File: src/sv/lrc_pkg.sv
package lrc_pkg;

    // record framing
    localparam int HEADER_BYTES       = 24;
    localparam int HDR_IDX_BITS       = $clog2(HEADER_BYTES);
    localparam int TRAILER_LEN        = 4;
    localparam int MIN_RECORD         = HEADER_BYTES + TRAILER_LEN;
    localparam int COUNT_BITS_DEFAULT = 32;
    localparam int SUM_BITS           = 34;
    localparam int VOFF_BITS          = 33;

    // crc-32c, reflected
    localparam logic [31:0] CRC_POLY = 32'h82F6_3B78;
    localparam logic [31:0] CRC_INIT = 32'hFFFF_FFFF;

    // depth of the queue between front and back
    localparam int QUEUE_DEPTH = 2;

    // status codes
    localparam logic [2:0] STATUS_OK        = 3'd0;
    localparam logic [2:0] STATUS_SHORT     = 3'd1;
    localparam logic [2:0] STATUS_BAD_MAGIC = 3'd2;
    localparam logic [2:0] STATUS_LENGTH    = 3'd3;
    localparam logic [2:0] STATUS_CRC       = 3'd4;

    typedef struct packed {
        logic [7:0] data_byte;
        logic       last_byte;
    } in_item_t;

    typedef struct packed {
        logic [31:0] record_magic;
        logic [15:0] family_id;
        logic [7:0]  record_type;
        logic [7:0]  record_flags;
        logic [31:0] key_length;
        logic [31:0] value_length;
        logic [63:0] sequence_res;
    } header_t;

    // one finished record as handed from front to back
    typedef struct packed {
        header_t     header;
        logic [31:0] crc;
        logic [31:0] trailer;
    } record_t;

    typedef struct packed {
        logic [2:0]  status;
        logic [31:0] record_magic;
        logic [15:0] family_id;
        logic [7:0]  record_type;
        logic [7:0]  record_flags;
        logic [31:0] key_length;
        logic [31:0] value_length;
        logic [63:0] sequence_res;
        logic [31:0] value_offset;
    } result_t;

    // one byte of crc-32c, bit by bit
    function automatic logic [31:0] crc_feed(input logic [31:0] crc_in,
                                             input logic [7:0] data);
        logic [31:0] c;
        c = crc_in ^ {24'd0, data};
        for (int i = 0; i < 8; i++)
        begin
            if (c[0])
                c = (c >> 1) ^ CRC_POLY;
            else
                c = c >> 1;
        end
        return c;
    endfunction

endpackage

File: src/sv/lrc_front.sv
module lrc_front #(
    parameter int COUNT_BITS = lrc_pkg::COUNT_BITS_DEFAULT
) (
    input  logic                                        clk,
    input  logic                                        rst_n,
    input  logic                                        push,
    input  logic                                        q_full,
    input  lrc_pkg::in_item_t                           in_item,
    output logic                                        full,
    output logic                                        q_push,
    output logic [$bits(lrc_pkg::record_t)+COUNT_BITS-1:0] q_data
);

    localparam int IB = lrc_pkg::HDR_IDX_BITS;

    logic [COUNT_BITS-1:0] count_reg, count_next, count_inc;
    logic [31:0]           crc_reg, crc_next, crc_fed;
    logic [31:0]           trailer_reg, trailer_next, trailer_fed;
    logic [7:0]            header_reg [lrc_pkg::HEADER_BYTES];
    logic                  accept;
    lrc_pkg::record_t      rec;

    // byte intake stalls while the record queue is full
    assign full   = q_full;
    assign accept = push && !q_full;

    // per-byte update of count, crc and trailer window
    always_comb
    begin
        count_inc   = (&count_reg) ? count_reg : count_reg + COUNT_BITS'(1);
        crc_fed     = (count_reg >= COUNT_BITS'(lrc_pkg::TRAILER_LEN))
                      ? lrc_pkg::crc_feed(crc_reg, trailer_reg[7:0]) : crc_reg;
        trailer_fed = {in_item.data_byte, trailer_reg[31:8]};
        count_next   = count_reg;
        crc_next     = crc_reg;
        trailer_next = trailer_reg;
        if (accept)
        begin
            if (in_item.last_byte)
            begin
                count_next   = '0;
                crc_next     = lrc_pkg::CRC_INIT;
                trailer_next = '0;
            end
            else
            begin
                count_next   = count_inc;
                crc_next     = crc_fed;
                trailer_next = trailer_fed;
            end
        end
    end

    always_ff @(posedge clk or negedge rst_n)
    begin
        if (!rst_n)
        begin
            count_reg   <= '0;
            crc_reg     <= lrc_pkg::CRC_INIT;
            trailer_reg <= '0;
        end
        else
        begin
            count_reg   <= count_next;
            crc_reg     <= crc_next;
            trailer_reg <= trailer_next;
        end
    end

    // header capture
    always_ff @(posedge clk)
    begin
        if (accept && count_reg < COUNT_BITS'(lrc_pkg::HEADER_BYTES))
            header_reg[count_reg[IB-1:0]] <= in_item.data_byte;
    end

    // little-endian header fields
    always_comb
    begin
        rec.header.record_magic = {header_reg[3], header_reg[2],
                                   header_reg[1], header_reg[0]};
        rec.header.family_id    = {header_reg[5], header_reg[4]};
        rec.header.record_type  = header_reg[6];
        rec.header.record_flags = header_reg[7];
        rec.header.key_length   = {header_reg[11], header_reg[10],
                                   header_reg[9], header_reg[8]};
        rec.header.value_length = {header_reg[15], header_reg[14],
                                   header_reg[13], header_reg[12]};
        rec.header.sequence_res = {header_reg[23], header_reg[22], header_reg[21],
                                   header_reg[20], header_reg[19], header_reg[18],
                                   header_reg[17], header_reg[16]};
        rec.crc     = crc_fed;
        rec.trailer = trailer_fed;
    end

    // hand the finished record to the queue
    assign q_push = accept && in_item.last_byte;
    assign q_data = {count_inc, rec};

    a_clear_after_last: assert property (@(posedge clk) disable iff (!rst_n)
        q_push |=> (count_reg == '0 && crc_reg == lrc_pkg::CRC_INIT))
        else $error("record state not cleared after last byte");

endmodule

File: src/sv/lrc_queue.sv
module lrc_queue #(
    parameter int DATA_BITS = 8
) (
    input  logic                 clk,
    input  logic                 rst_n,
    input  logic                 wr_en,
    input  logic [DATA_BITS-1:0] wr_data,
    input  logic                 rd_en,
    output logic [DATA_BITS-1:0] rd_data,
    output logic                 q_full,
    output logic                 q_empty
);

    localparam int DEPTH  = lrc_pkg::QUEUE_DEPTH;
    localparam int PTR_W  = (DEPTH > 1) ? $clog2(DEPTH) : 1;
    localparam int CNT_W  = $clog2(DEPTH + 1);

    logic [DATA_BITS-1:0] mem [DEPTH];
    logic [PTR_W-1:0]     wr_ptr_reg, rd_ptr_reg;
    logic [CNT_W-1:0]     count_reg;
    logic                 do_wr, do_rd;

    assign q_full  = (count_reg == CNT_W'(DEPTH));
    assign q_empty = (count_reg == '0);
    assign do_wr   = wr_en && !q_full;
    assign do_rd   = rd_en && !q_empty;
    assign rd_data = mem[rd_ptr_reg];

    // entry storage
    always_ff @(posedge clk)
    begin
        if (do_wr)
            mem[wr_ptr_reg] <= wr_data;
    end

    // pointers and fill count
    always_ff @(posedge clk or negedge rst_n)
    begin
        if (!rst_n)
        begin
            wr_ptr_reg <= '0;
            rd_ptr_reg <= '0;
            count_reg  <= '0;
        end
        else
        begin
            if (do_wr)
                wr_ptr_reg <= (wr_ptr_reg == PTR_W'(DEPTH - 1)) ? '0
                              : wr_ptr_reg + PTR_W'(1);
            if (do_rd)
                rd_ptr_reg <= (rd_ptr_reg == PTR_W'(DEPTH - 1)) ? '0
                              : rd_ptr_reg + PTR_W'(1);
            if (do_wr && !do_rd)
                count_reg <= count_reg + CNT_W'(1);
            else if (do_rd && !do_wr)
                count_reg <= count_reg - CNT_W'(1);
        end
    end

    a_no_write_when_full: assert property (@(posedge clk) disable iff (!rst_n)
        wr_en |-> !q_full)
        else $error("write into full queue");

    a_count_bound: assert property (@(posedge clk) disable iff (!rst_n)
        count_reg <= CNT_W'(DEPTH))
        else $error("queue fill count out of range");

endmodule

File: src/sv/lrc_back.sv
module lrc_back #(
    parameter int COUNT_BITS = lrc_pkg::COUNT_BITS_DEFAULT
) (
    input  logic                                        clk,
    input  logic                                        rst_n,
    input  logic                                        q_empty,
    input  logic [$bits(lrc_pkg::record_t)+COUNT_BITS-1:0] q_data,
    input  logic [31:0]                                 expected_magic,
    input  logic                                        pop,
    output logic                                        q_pop,
    output logic                                        empty,
    output lrc_pkg::result_t                            result
);

    localparam int CMP_BITS = (COUNT_BITS > lrc_pkg::SUM_BITS)
                              ? COUNT_BITS : lrc_pkg::SUM_BITS;

    lrc_pkg::record_t             rec;
    logic [COUNT_BITS-1:0]        count;
    logic [lrc_pkg::SUM_BITS-1:0] sum;
    logic [lrc_pkg::VOFF_BITS-1:0] voff;
    logic                         too_short, len_bad;
    lrc_pkg::result_t             res_comb;
    lrc_pkg::result_t             out_reg;
    logic                         out_valid_reg, out_valid_next;
    logic                         load;

    assign {count, rec} = q_data;

    // checks in priority order
    always_comb
    begin
        sum = lrc_pkg::SUM_BITS'(lrc_pkg::HEADER_BYTES)
            + lrc_pkg::SUM_BITS'(rec.header.key_length)
            + lrc_pkg::SUM_BITS'(rec.header.value_length)
            + lrc_pkg::SUM_BITS'(lrc_pkg::TRAILER_LEN);
        voff = lrc_pkg::VOFF_BITS'(lrc_pkg::HEADER_BYTES)
             + lrc_pkg::VOFF_BITS'(rec.header.key_length);
        too_short = count < COUNT_BITS'(lrc_pkg::MIN_RECORD);
        len_bad   = (&count) || (CMP_BITS'(count) != CMP_BITS'(sum));

        res_comb = '0;
        if (too_short)
            res_comb.status = lrc_pkg::STATUS_SHORT;
        else
        begin
            res_comb.record_magic = rec.header.record_magic;
            res_comb.family_id    = rec.header.family_id;
            res_comb.record_type  = rec.header.record_type;
            res_comb.record_flags = rec.header.record_flags;
            res_comb.key_length   = rec.header.key_length;
            res_comb.value_length = rec.header.value_length;
            res_comb.sequence_res = rec.header.sequence_res;
            res_comb.value_offset = voff[32] ? 32'hFFFF_FFFF : voff[31:0];
            if (rec.header.record_magic != expected_magic)
                res_comb.status = lrc_pkg::STATUS_BAD_MAGIC;
            else if (len_bad)
                res_comb.status = lrc_pkg::STATUS_LENGTH;
            else if ((rec.crc ^ 32'hFFFF_FFFF) != rec.trailer)
                res_comb.status = lrc_pkg::STATUS_CRC;
            else
                res_comb.status = lrc_pkg::STATUS_OK;
        end
    end

    // result register, refilled as soon as it is taken while the queue holds a record
    assign load  = !q_empty && (!out_valid_reg || pop);
    assign q_pop = load;
    assign empty = !out_valid_reg;
    assign result = out_reg;

    always_comb
    begin
        out_valid_next = out_valid_reg;
        if (load)
            out_valid_next = 1'b1;
        else if (pop)
            out_valid_next = 1'b0;
    end

    always_ff @(posedge clk or negedge rst_n)
    begin
        if (!rst_n)
            out_valid_reg <= 1'b0;
        else
            out_valid_reg <= out_valid_next;
    end

    always_ff @(posedge clk)
    begin
        if (load)
            out_reg <= res_comb;
    end

    a_hold_when_stalled: assert property (@(posedge clk) disable iff (!rst_n)
        (out_valid_reg && !pop) |=> (out_valid_reg && $stable(out_reg)))
        else $error("waiting result changed while stalled");

    a_status_range: assert property (@(posedge clk) disable iff (!rst_n)
        out_valid_reg |-> (out_reg.status <= lrc_pkg::STATUS_CRC))
        else $error("result status code out of range");

endmodule

File: src/sv/log_record_checker_core.sv
// channel   direction  handshake            payload
// input     in         push / full          in_item  (data_byte, last_byte)
// result    out        pop / empty          result   (status .. value_offset)
// config    in         cfg_write            cfg_data (expected_magic)
//
// one byte per cycle while full is low; a record's result passes the queue and then the result register
// the front does the byte-wide crc-32c update, the back does the length add and the
// magic, length and crc compares into the result register; a two-entry queue sits between them
// reset clears byte count, crc, trailer window, queue and magic; header bytes
// are not reset
// full rises only when two records wait behind an untaken result
module log_record_checker_core #(
    parameter int COUNT_BITS = lrc_pkg::COUNT_BITS_DEFAULT
) (
    input  logic              clk,
    input  logic              rst_n,
    input  logic              push,
    output logic              full,
    input  lrc_pkg::in_item_t in_item,
    output logic              empty,
    input  logic              pop,
    output lrc_pkg::result_t  result,
    input  logic              cfg_write,
    input  logic [31:0]       cfg_data
);

    localparam int ENTRY_BITS = $bits(lrc_pkg::record_t) + COUNT_BITS;

    logic [31:0]           magic_reg;
    logic                  q_push, q_pop, q_full, q_empty;
    logic [ENTRY_BITS-1:0] q_wr_data, q_rd_data;

    // expected magic register
    always_ff @(posedge clk or negedge rst_n)
    begin
        if (!rst_n)
            magic_reg <= '0;
        else if (cfg_write)
            magic_reg <= cfg_data;
    end

    // byte intake, crc and header capture
    lrc_front #(
        .COUNT_BITS(COUNT_BITS)
    ) u_front (
        .clk     (clk),
        .rst_n   (rst_n),
        .push    (push),
        .q_full  (q_full),
        .in_item (in_item),
        .full    (full),
        .q_push  (q_push),
        .q_data  (q_wr_data)
    );

    // finished records waiting for the checks
    lrc_queue #(
        .DATA_BITS(ENTRY_BITS)
    ) u_queue (
        .clk     (clk),
        .rst_n   (rst_n),
        .wr_en   (q_push),
        .wr_data (q_wr_data),
        .rd_en   (q_pop),
        .rd_data (q_rd_data),
        .q_full  (q_full),
        .q_empty (q_empty)
    );

    // checks and result register
    lrc_back #(
        .COUNT_BITS(COUNT_BITS)
    ) u_back (
        .clk            (clk),
        .rst_n          (rst_n),
        .q_empty        (q_empty),
        .q_data         (q_rd_data),
        .expected_magic (magic_reg),
        .pop            (pop),
        .q_pop          (q_pop),
        .empty          (empty),
        .result         (result)
    );

endmodule
File: config.mk
export PLATFORM = sky130hd
export DESIGN_NAME = log_record_checker_core
export DESIGN_NICKNAME = d
export VERILOG_FILES = /design/src/sv/lrc_pkg.sv /design/src/sv/lrc_front.sv /design/src/sv/lrc_queue.sv /design/src/sv/lrc_back.sv /design/src/sv/log_record_checker_core.sv
export SDC_FILE = /design/constraint.sdc
export NUM_CORES = 1
export LEC_CHECK = 0
export BUFFER_PORTS_ARGS = -buffer_cell sky130_fd_sc_hd__buf_4
export CORE_ASPECT_RATIO = 1.1
export CORE_MARGIN = 4
export CORE_UTILIZATION = 45
export CTS_CLUSTER_DIAMETER = 50
export CTS_CLUSTER_SIZE = 12
export DETAILED_ROUTE_END_ITERATION = 10
export MAX_ROUTING_LAYER = met4
export SYNTH_ARGS = -nofsm -noshare
export SYNTH_HDL_FRONTEND = slang
export SYNTH_SLANG_ARGS = --single-unit
File: constraint.sdc
create_clock -name clk -period 16.7 [get_ports clk]
set_clock_uncertainty 0.15 [all_clocks]
set_input_delay 4.175 -clock clk [delete_from_list [all_inputs] [get_ports clk]]
set_output_delay 4.175 -clock clk [all_outputs]
set_load 0.02 [all_outputs]
==> results.yml, run 1 <==
yosys:
  netlist_area_mm2: 0.0458
  synth_area_leaders: "edfxtp_1, dfrtp_1, mux2i_1"
  ys_ff_latch: 1128
  yosysWarnings: 0
  synth_top_area_frac: 0.652
  syn-num-nets: 3078
  synth_edf_count: 995
  ys_types: 70
  seq_area_frac_synth: 0.726
  ys_async_sr_fraction: 0.118
  netlist_instances: 2961
  synth_ff_type: "edfxtp_1"
  synth_top_area_cell: "edfxtp_1"
  syn-mean-instance-area_um2: 15.5
placed_design:
  place_congestion: 0.844
  port_buffers: 274
  place_area_mm2: 0.0492
  dp_cells: 4498
  hpwlAfterDp_um: 77300
  place_ws_ns: 9.20
routing:
  viasPerCell: 5.34
  ant_nets: 0
  wl_per_cell_um: 24.5
  vias: 25000
  dr.first_iter.drc_count: 2299
  wl_um: 115000
  drc: 0
  first_pass_iters: 5
floorplan:
  die-area_mm2: 0.107
  die_width_um: 312
  row_count: 122
  die_h_um: 343
  core_mm2: 0.101
  initial_core_util: 0.454
  io_pins: 275
sta:
  max_slew_margin: 0.187
  hold_violations: 0
  finalSetupTns_ns: 0
  rsz0062_at_grt: "false"
  fin_crit_ns: 7.31
  timing.hold.ws_ns: 0.290
  fin_crit_sh: 0.438
  fmax_ghz: 0.137
  finalSetupViolCount: 0
  worstMarginPinSlew_ns: 1.22
  finalWorstSetupSlack_ns: 9.39
  final_max_slew_viol_count: 0
clock_network:
  ctsResizeCount: 0
  postCtsSetupBuffers: 0
  hold_buffers: 0
  h-tree-depth: 3
  cts-root-buf: "clkbuf_16"
  cts_tree: "yes"
  clkSinkCount: 1128
  clkLatencyLatePin_ns: 0.71
  clkTransAtPathRegs_ns: 0.06
  cts_made_buffers: 118
  clockBufferDepth: 3
finish:
  multiInputGateArea_mm2: 0.0119
  layout-drive-gt1-share: 0.172
  regArea_mm2: 0.0333
  final_area_mm2: 0.0529
  layout_common_cells: "edfxtp_1, buf_4, nor2_1"
  largest_reg_flops: 576
  nets: 3371
  final_common_cell: "edfxtp_1"
  stdcell_count: 4690
  fillerInstances: 8234
  area_delta_synth_final_pct: 15.4
  post-route-util: 0.524
setup_path:
  crit_path_start_kind: "register"
  critical_path_class: "register to register"
  critPathCaptureType: "register"
  crit_required_ns: 16.93
  cp.arrival_ns: 7.54
  worstPathMaxFanout: 57
run:
  max_cap_violations: 0
grt:
  antenna_found_initial: 3
  grt_util_all_layers: 0.219
  first_global_vias: 25200
  overflow: 0
  grt_max_degree: 169
  grt_pass1_wl_um: 169000
pwr:
  leakage_nw: 19.1
  p_per_area_mw_per_mm2: 204
  totalPowerFinal_mw: 10.8
  vdd_drop_max_uv: 205
outcome:
  status: "finished, final reports clean"
worst_hold_path:
  hp-class: "register to register"
[final timing paths]
kind | depth (start not counted) | slack, ns | startpoint | end
min | 0 | 0.29 | u_front.header_reg[8][4] | u_queue.mem[0][164]
max in group asynchronous | 3 | 11.37 | rst_n | u_front.count_reg[29]
min in group asynchronous | 1 | 3.22 | rst_n | u_queue.rd_ptr_reg
min reg2reg | 0 | 0.29 | u_front.header_reg[8][4] | u_queue.mem[0][164]
max | 16 | 9.39 | u_queue.rd_ptr_reg | u_back.result[225]
max reg2reg | 16 | 9.39 | u_queue.rd_ptr_reg | u_back.result[225]
[cell type report]
type                       instances  area share
multi-input combinational       1682       0.225
sequential                      1128       0.629
clock inverter                    36     0.00893
clock buffer                     155      0.0593
timing repair buffer             299      0.0430
tap                             1364      0.0323
antenna                            1   0.0000473
inverter                          25     0.00192
[power by group]
part	switching, mW	internal [mW]
registers	0.295	3.93
clock network	1.06	1.40
logic	2.58	1.52
total	3.94	6.85
[kinds of logic after synthesis]
| logic type | synth area share |
|---|---|
| flops | 0.726 |
| simple gates | 0.0797 |
| xor+xnor | 0.0600 |
| compound gates | 0.0401 |
| mux | 0.0601 |
| buf+inv | 0.0149 |
| fa+ha+maj | 0.0196 |
[per-layer routing]
layer | up-vias | share of wire | GRT usage
met1 | 12700 | 0.43 | 0.290
met5 | - | 0 | -
li1 | 11500 | - | -
met3 | 151 | 0.046 | 0.0259
met4 | 0 | 0.022 | 0.0555
met2 | 669 | 0.50 | 0.365
[synth_stat cells (all sizes together) (36+ instances only)]
| cell type | count |
|---|---|
| ha | 70 |
| nor2 | 286 |
| xor2 | 119 |
| and2 | 36 |
| xnor2 | 177 |
| clkbuf | 87 |
| mux2i | 204 |
| nand3b | 39 |
| nand4 | 43 |
| a21oi | 67 |
| nand2 | 193 |
| dfrtp | 101 |
| mux2 | 63 |
| o21ai | 61 |
| edfxtp | 995 |
| buf | 39 |
[critical path: stages, from the launching register on]
cell      delay (ns)
dfrtp_4         0.97
buf_4           0.74
buf_4           0.74
mux2i_1         0.42
inv_1           0.08
ha_1            0.28
ha_1            0.23
fa_1            0.45
a211oi_1        0.41
o211ai_1        0.27
a221oi_1        0.51
o221ai_1        0.31
a221oi_1        0.37
nor2_1          0.08
nor4b_1         0.48
and2_1          0.22
a31oi_1         0.09
No activity file was read; power rests on OpenSTA's default activity.
==> run 2: changes to the inputs <==
- clock period: 16.7 -> 6.65 ns (I/O delays scaled with it)
==> run 2 against run 1 <==
Fmax is 21% higher. Clock power is 150% higher. Total power grew to 2.5 times the previous value. First-iteration DRC count is 6.8% lower. Final cell count is 0.45% higher. Combinational power grew to 2.5 times the previous value. Critical path depth stayed put. Non-clock buffer count is 17 higher. Critical path type unchanged. Largest cell class unchanged. Largest power group unchanged. Highest routed layer unchanged.
==> results.yml, run 2 (synthesis results as in run 1) <==
clock_network:
  clkLatencyLatePin_ns: 0.71
  postCtsSetupBuffers: 0
  clockBufferDepth: 3
  h-tree-depth: 3
  cts_made_buffers: 116
  cts-root-buf: "clkbuf_16"
  clkTransAtPathRegs_ns: 0.06
  hold_buffers: 0
  clkSinkCount: 1128
  ctsResizeCount: 0
  cts_tree: "yes"
finish:
  layout_common_cells: "edfxtp_1, buf_4, nor2_1"
  final_common_cell: "edfxtp_1"
  area_delta_synth_final_pct: 15.9
  post-route-util: 0.526
  layout-drive-gt1-share: 0.177
  final_area_mm2: 0.0531
  largest_reg_flops: 576
  nets: 3386
grt:
  first_global_vias: 25700
  overflow: 0
  grt_pass1_wl_um: 170000
  grt_max_degree: 136
  antenna_found_initial: 3
  grt_util_all_layers: 0.219
sta:
  finalWorstSetupSlack_ns: 0.611
  hold_violations: 0
  fin_crit_sh: 0.908
  max_slew_margin: 0.273
  finalSetupViolCount: 0
  fin_crit_ns: 6.04
  rsz0062_at_grt: "false"
  worstMarginPinSlew_ns: 1.09
  final_max_slew_viol_count: 0
  fmax_ghz: 0.166
worst_hold_path:
  min_path_cells: 0
  hp-class: "register to register"
setup_path:
  r2r_cells: 16
  crit_path_start_kind: "register"
  crit_required_ns: 6.85
  critical_path_class: "register to register"
  cp.arrival_ns: 6.24
  critPathCaptureType: "register"
  worstPathMaxFanout: 21
floorplan:
  die_width_um: 312
  io_pins: 275
  initial_core_util: 0.454
  die-area_mm2: 0.107
  core_mm2: 0.101
  row_count: 122
  die_h_um: 343
routing:
  drc: 0
  ant_nets: 0
  wl_per_cell_um: 24.5
  viasPerCell: 5.36
  vias: 25300
  dr.first_iter.drc_count: 2143
  wl_um: 115000
  first_pass_iters: 5
placed_design:
  place_congestion: 0.896
  port_buffers: 274
  hpwlAfterDp_um: 78200
  place_area_mm2: 0.0495
  place_ws_ns: 0.707
pwr:
  vdd_drop_max_uv: 434
  p_per_area_mw_per_mm2: 508
  leakage_nw: 19.2
run:
  max_cap_violations: 0
outcome:
  status: "finished, final reports clean"
==> run 2: worst paths after layout <==
path	slack, ns	startpoint	to
min reg2reg	0.27	u_front.header_reg[13][0]	u_queue.mem[0][136]
min in group asynchronous	0.84	rst_n	magic_reg[18]
max	0.61	u_queue.rd_ptr_reg	u_back.result[224]
min	0.27	u_front.header_reg[13][0]	u_queue.mem[0][136]
max in group asynchronous	3.97	rst_n	u_front.count_reg[19]
max reg2reg	0.61	u_queue.rd_ptr_reg	u_back.result[224]
==> run 2: worst max-delay path: stages, from the launching register on <==
cell and delay (ns):
dfrtp_4 0.61, mux2i_1 0.19, ha_1 0.27, nor2_1 0.49, nand3_1 0.27, nor2_1 0.36, nand3_1 0.14, xor2_1 0.66
ha_1 0.39, ha_1 0.34, or2_2 0.34, nand4_1 0.15, o2111ai_1 0.13, or4bb_1 0.53, nor4_1 0.27, and4_1 0.26
a41oi_1 0.13
==> run 2: per-stage QoR <==
stage / power [mW] / cells / hold slack (ns) / TNS [ns]
floorplan: 17.5 / 2961 / 0.271 / -82.19
CTS: 27.2 / 4709 / 0.264 / 0
detailed placement: 21.0 / 4515 / 0.280 / 0
finish: 27.0 / 4711 / 0.275 / 0
global placement: 20.9 / 4515 / 0.272 / 0
global route: 28.4 / 4709 / 0.274 / 0
==> run 2: layer usage <==
metal  vias up  wire length [um]  track usage  share of wire
met5         -                 0            -              0
met4         0              3040       0.0665          0.026
met3       145              5450       0.0309          0.047
met2       701             57900        0.369           0.50
met1     12800             48900        0.279           0.42
li1      11600                 -            -              -
==> run 2: area by class of cell <==
class	count	area [um^2]
clock buffer	163	3210
timing repair buffer	316	2540
inverter	25	97.6
multi-input combinational	1682	11900
tap	1364	1710
antenna	2	5.00
fill	8241	47800
clock inverter	31	372
sequential	1128	33300
==> run 2: power breakdown <==
part	switching [mW]	internal (mW)	leakage [nW]	total (mW)
logic	6.39	3.89	6.68	10.3
registers	0.709	9.86	10.8	10.6
clock network	2.65	3.48	1.73	6.13
